$ cat src/brf_pkg.sv
// Shared types, constants and helper functions of the Brent root finder.
package brf_pkg;

  // Number format: only the reset value of the tolerance depends on it.
  localparam int unsigned FracBits = 16;

  // Field widths.
  localparam int unsigned ValW   = 32;
  localparam int unsigned TolW   = 31;
  localparam int unsigned IterW  = 8;
  localparam int unsigned StepW  = 16;
  localparam int unsigned KindW  = 2;
  localparam int unsigned CfgIdxW = 2;

  // Configuration reset values.
  localparam logic [TolW-1:0]  TolReset    = TolW'((1 << FracBits) / 1000 + 1);
  localparam logic [IterW-1:0] LimitReset  = 8'd100;
  localparam logic [StepW-1:0] MinStepReset = 16'd1;
  localparam logic [StepW-1:0] MarginReset  = 16'd0;

  // Divider geometry: quotients are saturated to 2^40, so 41 bits suffice.
  localparam int unsigned NumW   = 96;
  localparam int unsigned DenW   = 64;
  localparam int unsigned QuotW  = 41;
  localparam logic [QuotW-1:0] QCap = QuotW'(1) << (QuotW - 1);
  localparam logic [1:0] LastTerm = 2'd2;

  // Input command codes.
  localparam logic CmdStart    = 1'b0;
  localparam logic CmdResponse = 1'b1;

  // Result kinds.
  localparam logic [KindW-1:0] KindEval  = 2'd0;
  localparam logic [KindW-1:0] KindRoot  = 2'd1;
  localparam logic [KindW-1:0] KindNoBkt = 2'd2;

  // Configuration register indexes.
  typedef enum logic [CfgIdxW-1:0] {
    CFG_TOLERANCE = 2'd0,
    CFG_ITER_LIMIT = 2'd1,
    CFG_MIN_STEP = 2'd2,
    CFG_EQUAL_MARGIN = 2'd3
  } cfg_idx_e;

  // Datapath operations issued by the controller.
  typedef enum logic [4:0] {
    OP_NONE     = 5'd0,
    OP_START    = 5'd1,
    OP_LOAD_FA  = 5'd2,
    OP_LOAD_FB  = 5'd3,
    OP_LOAD_FC  = 5'd4,
    OP_PLAN     = 5'd5,
    OP_MUL_DEN  = 5'd6,
    OP_MUL_FF   = 5'd7,
    OP_MUL_XLO  = 5'd8,
    OP_MUL_XHI  = 5'd9,
    OP_NUM_SUM  = 5'd10,
    OP_MUL_SEC  = 5'd11,
    OP_DIV_GO   = 5'd12,
    OP_ACC      = 5'd13,
    OP_ACC_SEC  = 5'd14,
    OP_CLAMP    = 5'd15,
    OP_CHOOSE   = 5'd16,
    OP_LOAD_FS  = 5'd17,
    OP_FINISH   = 5'd18
  } op_e;

  typedef struct packed {
    op_e        op;
    logic [1:0] term;
  } dp_cmd_t;

  typedef struct packed {
    logic bracketed;
    logic use_iqi;
    logic use_sec;
    logic div_done;
    logic cont;
  } dp_status_t;

  // Magnitude of a 32-bit signed value, as 32 unsigned bits.
  function automatic logic [31:0] mag32(input logic [31:0] v);
    mag32 = v[31] ? (~v + 32'd1) : v;
  endfunction

  // Magnitude of a difference of two 32-bit values; it never exceeds 2^32-1.
  function automatic logic [31:0] mag33(input logic [32:0] v);
    logic [32:0] n;
    n = v[32] ? (~v + 33'd1) : v;
    mag33 = n[31:0];
  endfunction

  // Exact 33-bit difference x - y of two 32-bit signed values.
  function automatic logic [32:0] sdiff(input logic [31:0] x, input logic [31:0] y);
    sdiff = {x[31], x} - {y[31], y};
  endfunction

endpackage

$ cat src/brf_ctrl.sv
// Controller state machine of the Brent root finder.
module brf_ctrl (
  input  logic                clk_i,
  input  logic                rst_ni,
  input  logic                start_i,
  input  logic                cmd_i,
  output logic                busy_o,
  input  brf_pkg::dp_status_t status_i,
  output brf_pkg::dp_cmd_t    cmd_o
);
  import brf_pkg::*;

  typedef enum logic [17:0] {
    ST_IDLE    = 18'h00001,
    ST_WAIT_FA = 18'h00002,
    ST_WAIT_FB = 18'h00004,
    ST_WAIT_FC = 18'h00008,
    ST_WAIT_FS = 18'h00010,
    ST_PLAN    = 18'h00020,
    ST_DEN     = 18'h00040,
    ST_FF      = 18'h00080,
    ST_XLO     = 18'h00100,
    ST_XHI     = 18'h00200,
    ST_NSUM    = 18'h00400,
    ST_SEC     = 18'h00800,
    ST_DGO     = 18'h01000,
    ST_DWAIT   = 18'h02000,
    ST_ACC     = 18'h04000,
    ST_CLAMP   = 18'h08000,
    ST_CHOOSE  = 18'h10000,
    ST_FINISH  = 18'h20000
  } state_e;

  state_e     state_q, state_d;
  logic [1:0] term_q, term_d;
  logic       sec_q, sec_d;
  logic       ready;

  // The block takes a beat only while it waits for one.
  assign ready = (state_q == ST_IDLE) || (state_q == ST_WAIT_FA) ||
                 (state_q == ST_WAIT_FB) || (state_q == ST_WAIT_FC) ||
                 (state_q == ST_WAIT_FS);
  assign busy_o = !ready;

  // Next state and datapath operation.
  always_comb begin
    state_d    = state_q;
    term_d     = term_q;
    sec_d      = sec_q;
    cmd_o.op   = OP_NONE;
    cmd_o.term = term_q;
    if (ready && start_i && (cmd_i == CmdStart)) begin
      // A start beat aborts any search.
      cmd_o.op = OP_START;
      state_d  = ST_WAIT_FA;
    end else begin
      unique case (state_q)
        ST_IDLE: ;
        ST_WAIT_FA: begin
          if (start_i) begin
            cmd_o.op = OP_LOAD_FA;
            state_d  = ST_WAIT_FB;
          end
        end
        ST_WAIT_FB: begin
          if (start_i) begin
            cmd_o.op = OP_LOAD_FB;
            state_d  = status_i.bracketed ? ST_WAIT_FC : ST_IDLE;
          end
        end
        ST_WAIT_FC: begin
          if (start_i) begin
            cmd_o.op = OP_LOAD_FC;
            state_d  = ST_PLAN;
          end
        end
        ST_WAIT_FS: begin
          if (start_i) begin
            cmd_o.op = OP_LOAD_FS;
            state_d  = ST_FINISH;
          end
        end
        ST_PLAN: begin
          cmd_o.op = OP_PLAN;
          term_d   = '0;
          sec_d    = !status_i.use_iqi;
          if (status_i.use_iqi) begin
            state_d = ST_DEN;
          end else if (status_i.use_sec) begin
            state_d = ST_SEC;
          end else begin
            state_d = ST_CLAMP;
          end
        end
        ST_DEN: begin
          cmd_o.op = OP_MUL_DEN;
          state_d  = ST_FF;
        end
        ST_FF: begin
          cmd_o.op = OP_MUL_FF;
          state_d  = ST_XLO;
        end
        ST_XLO: begin
          cmd_o.op = OP_MUL_XLO;
          state_d  = ST_XHI;
        end
        ST_XHI: begin
          cmd_o.op = OP_MUL_XHI;
          state_d  = ST_NSUM;
        end
        ST_NSUM: begin
          cmd_o.op = OP_NUM_SUM;
          state_d  = ST_DGO;
        end
        ST_SEC: begin
          cmd_o.op = OP_MUL_SEC;
          state_d  = ST_DGO;
        end
        ST_DGO: begin
          cmd_o.op = OP_DIV_GO;
          state_d  = ST_DWAIT;
        end
        ST_DWAIT: begin
          if (status_i.div_done) begin
            state_d = ST_ACC;
          end
        end
        ST_ACC: begin
          cmd_o.op = sec_q ? OP_ACC_SEC : OP_ACC;
          if (sec_q || (term_q == LastTerm)) begin
            state_d = ST_CLAMP;
          end else begin
            term_d  = term_q + 2'd1;
            state_d = ST_DEN;
          end
        end
        ST_CLAMP: begin
          cmd_o.op = OP_CLAMP;
          state_d  = ST_CHOOSE;
        end
        ST_CHOOSE: begin
          cmd_o.op = OP_CHOOSE;
          state_d  = ST_WAIT_FS;
        end
        ST_FINISH: begin
          cmd_o.op = OP_FINISH;
          state_d  = status_i.cont ? ST_WAIT_FC : ST_IDLE;
        end
        default: state_d = ST_IDLE;
      endcase
    end
  end

  always_ff @(posedge clk_i or negedge rst_ni) begin
    if (!rst_ni) begin
      state_q <= ST_IDLE;
      term_q  <= '0;
      sec_q   <= 1'b0;
    end else begin
      state_q <= state_d;
      term_q  <= term_d;
      sec_q   <= sec_d;
    end
  end

endmodule

$ cat config.mk
export PLATFORM = sky130hd
export DESIGN_NAME = brf_ctrl
export DESIGN_NICKNAME = d
export VERILOG_FILES = /design/src/brf_pkg.sv /design/src/brf_ctrl.sv
export SDC_FILE = /design/constraint.sdc
export NUM_CORES = 1
export LEC_CHECK = 0
export ABC_AREA = 0
export BUFFER_PORTS_ARGS = -buffer_cell sky130_fd_sc_hd__buf_2
export CAP_MARGIN = 25
export CORE_MARGIN = 3
export CORE_UTILIZATION = 51
export CTS_BUF_LIST = sky130_fd_sc_hd__clkbuf_8 sky130_fd_sc_hd__clkbuf_16
export DETAILED_ROUTE_END_ITERATION = 7
export PLACE_DENSITY_LB_ADDON = 0.12
export SLEW_MARGIN = 10
export SYNTH_ARGS = -nofsm -noshare
export SYNTH_HDL_FRONTEND = slang
export SYNTH_SLANG_ARGS = --single-unit
$ cat constraint.sdc
create_clock -name clk_i -period 2.33 [get_ports clk_i]
set_clock_uncertainty 0.15 [all_clocks]
set_input_delay 0.233 -clock clk_i [delete_from_list [all_inputs] [get_ports clk_i]]
set_output_delay 0.233 -clock clk_i [all_outputs]
set_load 0.005 [all_outputs]
# Word-level counts from Yosys, hierarchy flattened
# Cells that the tools add are included.
# Widths: inputs -> output; s select.
[totals]
reg_bits = 21
latchBits = 0
ramBits = 0
rom_bits = 0
input_bits = 9
wordCells = 67
mem_count = 0
[op_classes]
add_sub_neg = 1
mul = 0
div_mod_pow = 0
order_cmp = 0
eq_ne = 26
shifts = 0
n_mux = 21
bitwise = 2
n_reduce_logical = 14
[ops]
columns = ["cell", "n"]
rows = [
  ["$pmux 18 s17", 1],
  ["$mux 18", 6],
  ["$pmux 5 s16", 1],
  ["$mux 16", 3],
  ["$eq 18x1->1 const B", 1],
  ["$eq 18x10->1 const B", 1],
  ["$eq 18x11->1 const B", 1],
  ["$eq 18x12->1 const B", 1],
  ["$eq 18x13->1 const B", 1],
  ["$eq 18x14->1 const B", 1],
  ["$eq 18x15->1 const B", 1],
  ["$eq 18x16->1 const B", 1],
  ["$eq 18x17->1 const B", 1],
  ["$eq 18x18->1 const B", 1],
  ["$eq 18x2->1 const B", 1],
  ["$eq 18x3->1 const B", 1],
  ["$eq 18x4->1 const B", 1],
  ["$eq 18x5->1 const B", 1],
  ["$eq 18x6->1 const B", 1],
  ["$eq 18x7->1 const B", 1],
  ["$eq 18x8->1 const B", 1],
  ["$eq 18x9->1 const B", 1],
  ["$ne 3x2->1 const B", 4],
  ["$mux 5", 2],
  ["18 further kinds", 29],
]

# Logic depth before layout (Yosys ltp)
[depth]
depth_word = 9
depth_mapped = 7
ltp_nobuf = 6

# Least setup slack after synthesis
# OpenSTA, ideal clock, no wires.
[synth_path]
path_kind = "reg-to-reg"
from = "register state_q[1]"
to = "register state_q[2]"
t_arrival_ns = 2.225
required_ns = 2.055
slack_ns = -0.170
path_stages_with_launch = 8
n_path_buf = 1
period_less_slack_ns = 2.500
cell_sequence = "dfrtp_1 > buf_6 > nor4_4 > nand4_2 > or4b_4 > a2bb2oi_2 > o21a_1 > mux2_4"
[synth_between]
elab_chain_len = 9
[synth_rtl]
columns = ["element", "line", "source"]
rows = [
  ["start: declaration", "brf_ctrl.sv:34", "state_e state_q, state_d;"],
  ["start signal: assignment", "brf_ctrl.sv:160", "state_q <= state_d;"],
  ["$eq 18x1->1 or $eq 18x2->1 (tied branches)", "brf_ctrl.sv:40, brf_ctrl.sv:57", ""],
  ["$logic_or 1x1->1 (2 in series)", "brf_ctrl.sv:40", "assign ready = (state_q == ST_IDLE) || (state_q == ST_WAIT_FA) ||"],
  ["$logic_or 1x1->1 (2 in series)", "brf_ctrl.sv:41", "(state_q == ST_WAIT_FB) || (state_q == ST_WAIT_FC) ||"],
  ["$logic_and 1x1->1 (2 in series)", "brf_ctrl.sv:52", "if (ready && start_i && (cmd_i == CmdStart)) begin"],
  ["$ne 3x3->1 (no line) (tied with other cells)", "--", ""],
  ["$reduce_and 6->1 (no line)", "--", ""],
]
# Several ways; a longest one is shown, not always the timed one.
# A chain may end at the register's enable or synchronous reset.

==> results_tabular.tex <==
\begin{tabular}{lr}
\hline
Metric & Value \\
\hline
\multicolumn{2}{l}{\textbf{Die}} \\
\quad Number of placement rows & 18 \\
\quad Die extent in x & 58.3 um \\
\quad IO Count & 17 \\
\quad Floorplan core area & 0.00254 mm2 \\
\quad Initial core utilization & 54.7\% \\
\quad Height of the chip & 58.3 um \\
\quad Die area & 0.00339 mm2 \\
\multicolumn{2}{l}{\textbf{Placement}} \\
\quad Last weighted congestion value of the routability-driven placer & slightly above 0.9 \\
\quad Number of instances in the placed design & 232 \\
\quad Count of buffers from port buffering & 16 \\
\quad Pre-CTS setup slack & -42.3 ps \\
\quad Sum of net half-perimeters after detailed placement & between 2000 and 3000 um \\
\multicolumn{2}{l}{\textbf{Yosys}} \\
\quad Synth area leaders & sky130\_fd\_sc\_hd\_\_dfrtp\_1 (36\%), sky130\_fd\_sc\_hd\_\_nor4b\_1 (5.7\%), sky130\_fd\_sc\_hd\_\_nor2\_1 (4.9\%) \\
\quad Synthesized flop and latch total & 21 \\
\quad Share of synthesized area occupied by flip-flops and latches & 37.8\% \\
\quad Number of different library cells in the post-synthesis netlist & 46 \\
\quad Leading cell types by count after synthesis & sky130\_fd\_sc\_hd\_\_dfrtp\_1 (20), sky130\_fd\_sc\_hd\_\_nor2\_1 (18), sky130\_fd\_sc\_hd\_\_nand2\_1 (11), sky130\_fd\_sc\_hd\_\_nor4b\_1 (9), sky130\_fd\_sc\_hd\_\_inv\_1 (8) \\
\quad Synth Warn \# & 0 \\
\quad Number of flops mapped to enable cells by yosys & 0 \\
\quad Top cell type's share of synthesized area & a little over a third \\
\quad Net Count, Synth & 161 \\
\quad Async S/R FF share, synth & 100\% \\
\quad Number of instances in the synthesized netlist & 151 \\
\quad Total standard cell area after synthesis & about 0.0014 mm2 \\
\quad Cell with the most instances after synthesis & sky130\_fd\_sc\_hd\_\_dfrtp\_1 \\
\quad Synth Area per Inst & 9.22 um2 \\
\quad Cell type contributing the most total cell area after synthesis & sky130\_fd\_sc\_hd\_\_dfrtp\_1 \\
\quad Synth Flop Type & sky130\_fd\_sc\_hd\_\_dfrtp\_1 \\
\multicolumn{2}{l}{\textbf{Clocking}} \\
\quad Clk Latency, worst-skew pair & roughly 270 ps \\
\quad Number of buffers on the longest clock path & 2 \\
\quad Buffer type at the clock tree root & sky130\_fd\_sc\_hd\_\_clkbuf\_8 \\
\quad Sinks on Clock Net & 21 \\
\quad Number of H-tree branching levels & 1 \\
\quad CTS Buf Count & 3 \\
\quad Reg clk slew, reported paths & 80 ps \\
\quad CTS tree & done \\
\multicolumn{2}{l}{\textbf{Global routing}} \\
\quad Initial antenna violation count & 0 \\
\quad Number of global-route vias before repair & 1371 \\
\quad First-pass GRT wire length & between 6000 and 7000 um \\
\quad Total global routing overflow & 0 \\
\quad Maximum number of pins on one net before global-route repair & 22 \\
\quad Global routing usage summed across all routing layers & 26.6\% \\
\multicolumn{2}{l}{\textbf{STA}} \\
\quad Tightest Pin Transition & 461 ps \\
\quad Post-layout minimum cycle time & $\sim$2600 ps \\
\quad Final hold slack & 23.2 ps \\
\quad Max-slew headroom & roughly two thirds \\
\quad Hold violation total from the final report & 0 \\
\quad Unrepaired setup endpoints after global routing & true \\
\quad Max Fclk & just under 0.4 GHz \\
\quad Total of endpoints with negative setup slack in the final report & 14 \\
\quad Post-route setup slack & -258 ps \\
\quad Total count of max-transition violations in the final report & 0 \\
\quad Post-route setup TNS & -1930 ps \\
\quad Period utilization & 111\% \\
\multicolumn{2}{l}{\textbf{Setup path}} \\
\quad CP max stage delay & roughly 420 ps \\
\quad Cell type of the slowest stage on the worst timing path & sky130\_fd\_sc\_hd\_\_dfrtp\_1 \\
\quad Gate family responsible for the most delay along the worst path & simple AND/OR/NAND/NOR gates \\
\quad Worst r2r path cells & 7 \\
\quad Worst reg2reg setup slack & -200 ps \\
\quad Data required time at the worst endpoint & 1950 ps \\
\quad Crit Path Max Fanout & 5 \\
\quad Endpoint type of the worst setup path & primary output \\
\quad Combined buffer and inverter count along the critical path & 3 \\
\quad R2R Path End & state\_q[2]\$\_DFFE\_PN0P\_ \\
\quad Crit path arrival time & $\sim$2200 ps \\
\quad FF-to-FF Start & state\_q[10]\$\_DFFE\_PN0P\_ \\
\quad Type of the worst setup path & register to primary output \\
\quad Startpoint types & register \\
\quad Worst path cell trace & nor4\_4, buf\_4, nand4\_2, buf\_6, nor2\_4, o21ai\_4, a31o\_2, buf\_2 \\
\quad Path length in cells of the critical path & 8 \\
\multicolumn{2}{l}{\textbf{Min path}} \\
\quad Worst hold stages & 2 \\
\quad Startpoint of the lowest-slack hold path & status\_i[1] \\
\quad Terminating pin of the worst hold path & state\_q[13]\$\_DFFE\_PN0P\_ \\
\quad HP Class & primary input to register \\
\multicolumn{2}{l}{\textbf{Power}} \\
\quad Clock power share & 13.6\% \\
\quad Internal power of the cells & 1.04 mW \\
\quad Part of the power in combinational logic & 61.6\% \\
\quad VDD IR-drop max & 0.881 mV \\
\quad Post-layout total power & 1.79 mW \\
\quad Pwr per Cell Area & about 850 mW/mm2 \\
\quad Reported net switching power & 0.744 mW \\
\quad Switching part of the total power & a little over two fifths \\
\quad Proportion of power drawn by flip-flops and latches & 24.8\% \\
\quad Leak Pwr & around 0.97 nW \\
\multicolumn{2}{l}{\textbf{Routing}} \\
\quad Number of vias after detailed routing & 1509 \\
\quad DR iter-0 viols & $\sim$130 \\
\quad Antenna-violating nets left & 0 \\
\quad Per-cell via count in the routed design & 6.13 \\
\quad Final routed wirelength across all metal layers & 4330 um \\
\quad Number of iterations in the first detailed-routing pass & 5 \\
\quad Number of remaining DRC errors & 0 \\
\quad Final routed wire length divided by cell count & 17.6 um \\
\multicolumn{2}{l}{\textbf{Status}} \\
\quad Violations in the final reports & setup timing \\
\quad Result of the run & complete, but fails checks \\
\multicolumn{2}{l}{\textbf{Layout}} \\
\quad Number of nets in the layout & 227 \\
\quad Diodes inserted & 0 \\
\quad Share of layout cells above drive strength 1 & a little under half \\
\quad Area growth from synthesis to layout & 51.5\% \\
\quad Final cell count without fillers & 246 \\
\multicolumn{2}{l}{\textbf{Flow run}} \\
\quad Max-capacitance violation count & 0 \\
\hline
\end{tabular}
## cells by family after synthesis
group,after synthesis,synth area share (%)
AOI/OAI and AO/OA,34,17.5
xor gates and xnor gates,6,3.77
adders and majority gates,1,0.898
buffers and inverters,15,5.30
DFF,21,37.8
muxes,2,1.80
and+or+nand+nor,72,32.9
## per-layer routing
layer / up-vias / global-route usage (%) / share of wire (%)
met2: 65 / 42.1 / 47
met1: 719 / 38.1 / 45
met5: - / 0 / 0
met3: 13 / 2.67 / 6.3
met4: 0 / 8.61 / 2.6
li1: 712 / - / -
## power by group through the flow
stage | logic, mW | clock network (mW) | registers, mW
after floorplan | 0.465 | 0 | 0.436
after global placement | 0.808 | 0 | 0.446
after detailed placement | 0.825 | 0 | 0.446
after CTS | 1.01 | 0.247 | 0.441
after global routing | 1.17 | 0.263 | 0.447
final | 1.10 | 0.244 | 0.442
## repair_timing
action / CTS / global route
setup endpoints to repair: 8 / 14
pin swaps: 7 / 4
buffers inserted: 8 / 0
hold endpoints to repair: 21 / 0
hold buffers: 2 / 0
cloned: 0 / 0
gates resized for setup: 27 / 11
## worst max-delay path by stage
stage                                  from  slack (ps)                      to
floorplan            state_q[1]$_DFFE_PN0P_        -140  state_q[2]$_DFFE_PN0P_
global route        state_q[10]$_DFFE_PN0P_        -390                cmd_o[6]
CTS                  state_q[9]$_DFFE_PN0P_        -240                cmd_o[2]
detailed placement  state_q[10]$_DFFE_PN0P_         -40                cmd_o[3]
finish              state_q[10]$_DFFE_PN0P_        -260                cmd_o[6]
global placement    state_q[10]$_DFFE_PN0P_         -30                cmd_o[3]
## placed cells by master (no fill, tap or decap), drive strengths merged, types with 2 or more instances in the layout
cell type / netlist / layout
o21a: 3 / 3
xnor2: 2 / 2
xor2: 4 / 4
dfrtp: 20 / 20
nor4: 8 / 8
nor2: 18 / 18
nor4b: 9 / 9
o22ai: 6 / 6
clkbuf: 3 / 3
nor2b: 2 / 2
nor3: 8 / 8
or3: 2 / 2
inv: 8 / 8
nand2: 11 / 11
nand2b: 3 / 3
a211oi: 3 / 3
nand4: 6 / 6
buf: 4 / 66
o21ai: 9 / 9
dlygate4sd3: 0 / 2
## cell type report
type / instances / area (um2)
Clock inverter: 1 / 5.00
Timing Repair Buffer: 68 / 498
Tap cell: 30 / 37.5
Sequential cell: 21 / 527
Multi-Input combinational cell: 115 / 971
Fill cell: 148 / 435
Inverter: 8 / 30.0
Clock buffer: 3 / 41.3
## sequential cells by signal (all words and copies together), names as in the netlist
signal and count:
term_q 2, state_q 18, sec_q 1
## stage by stage
stage / instance area [um2] / utilization, %
global route: 2110 / 82.9
CTS: 2050 / 80.4
floorplan: 1390 / -
finish: 2110 / 82.9
global placement: 1780 / 70.0
detailed placement: 1780 / 70.0
No activity file was read; power rests on OpenSTA's default activity.
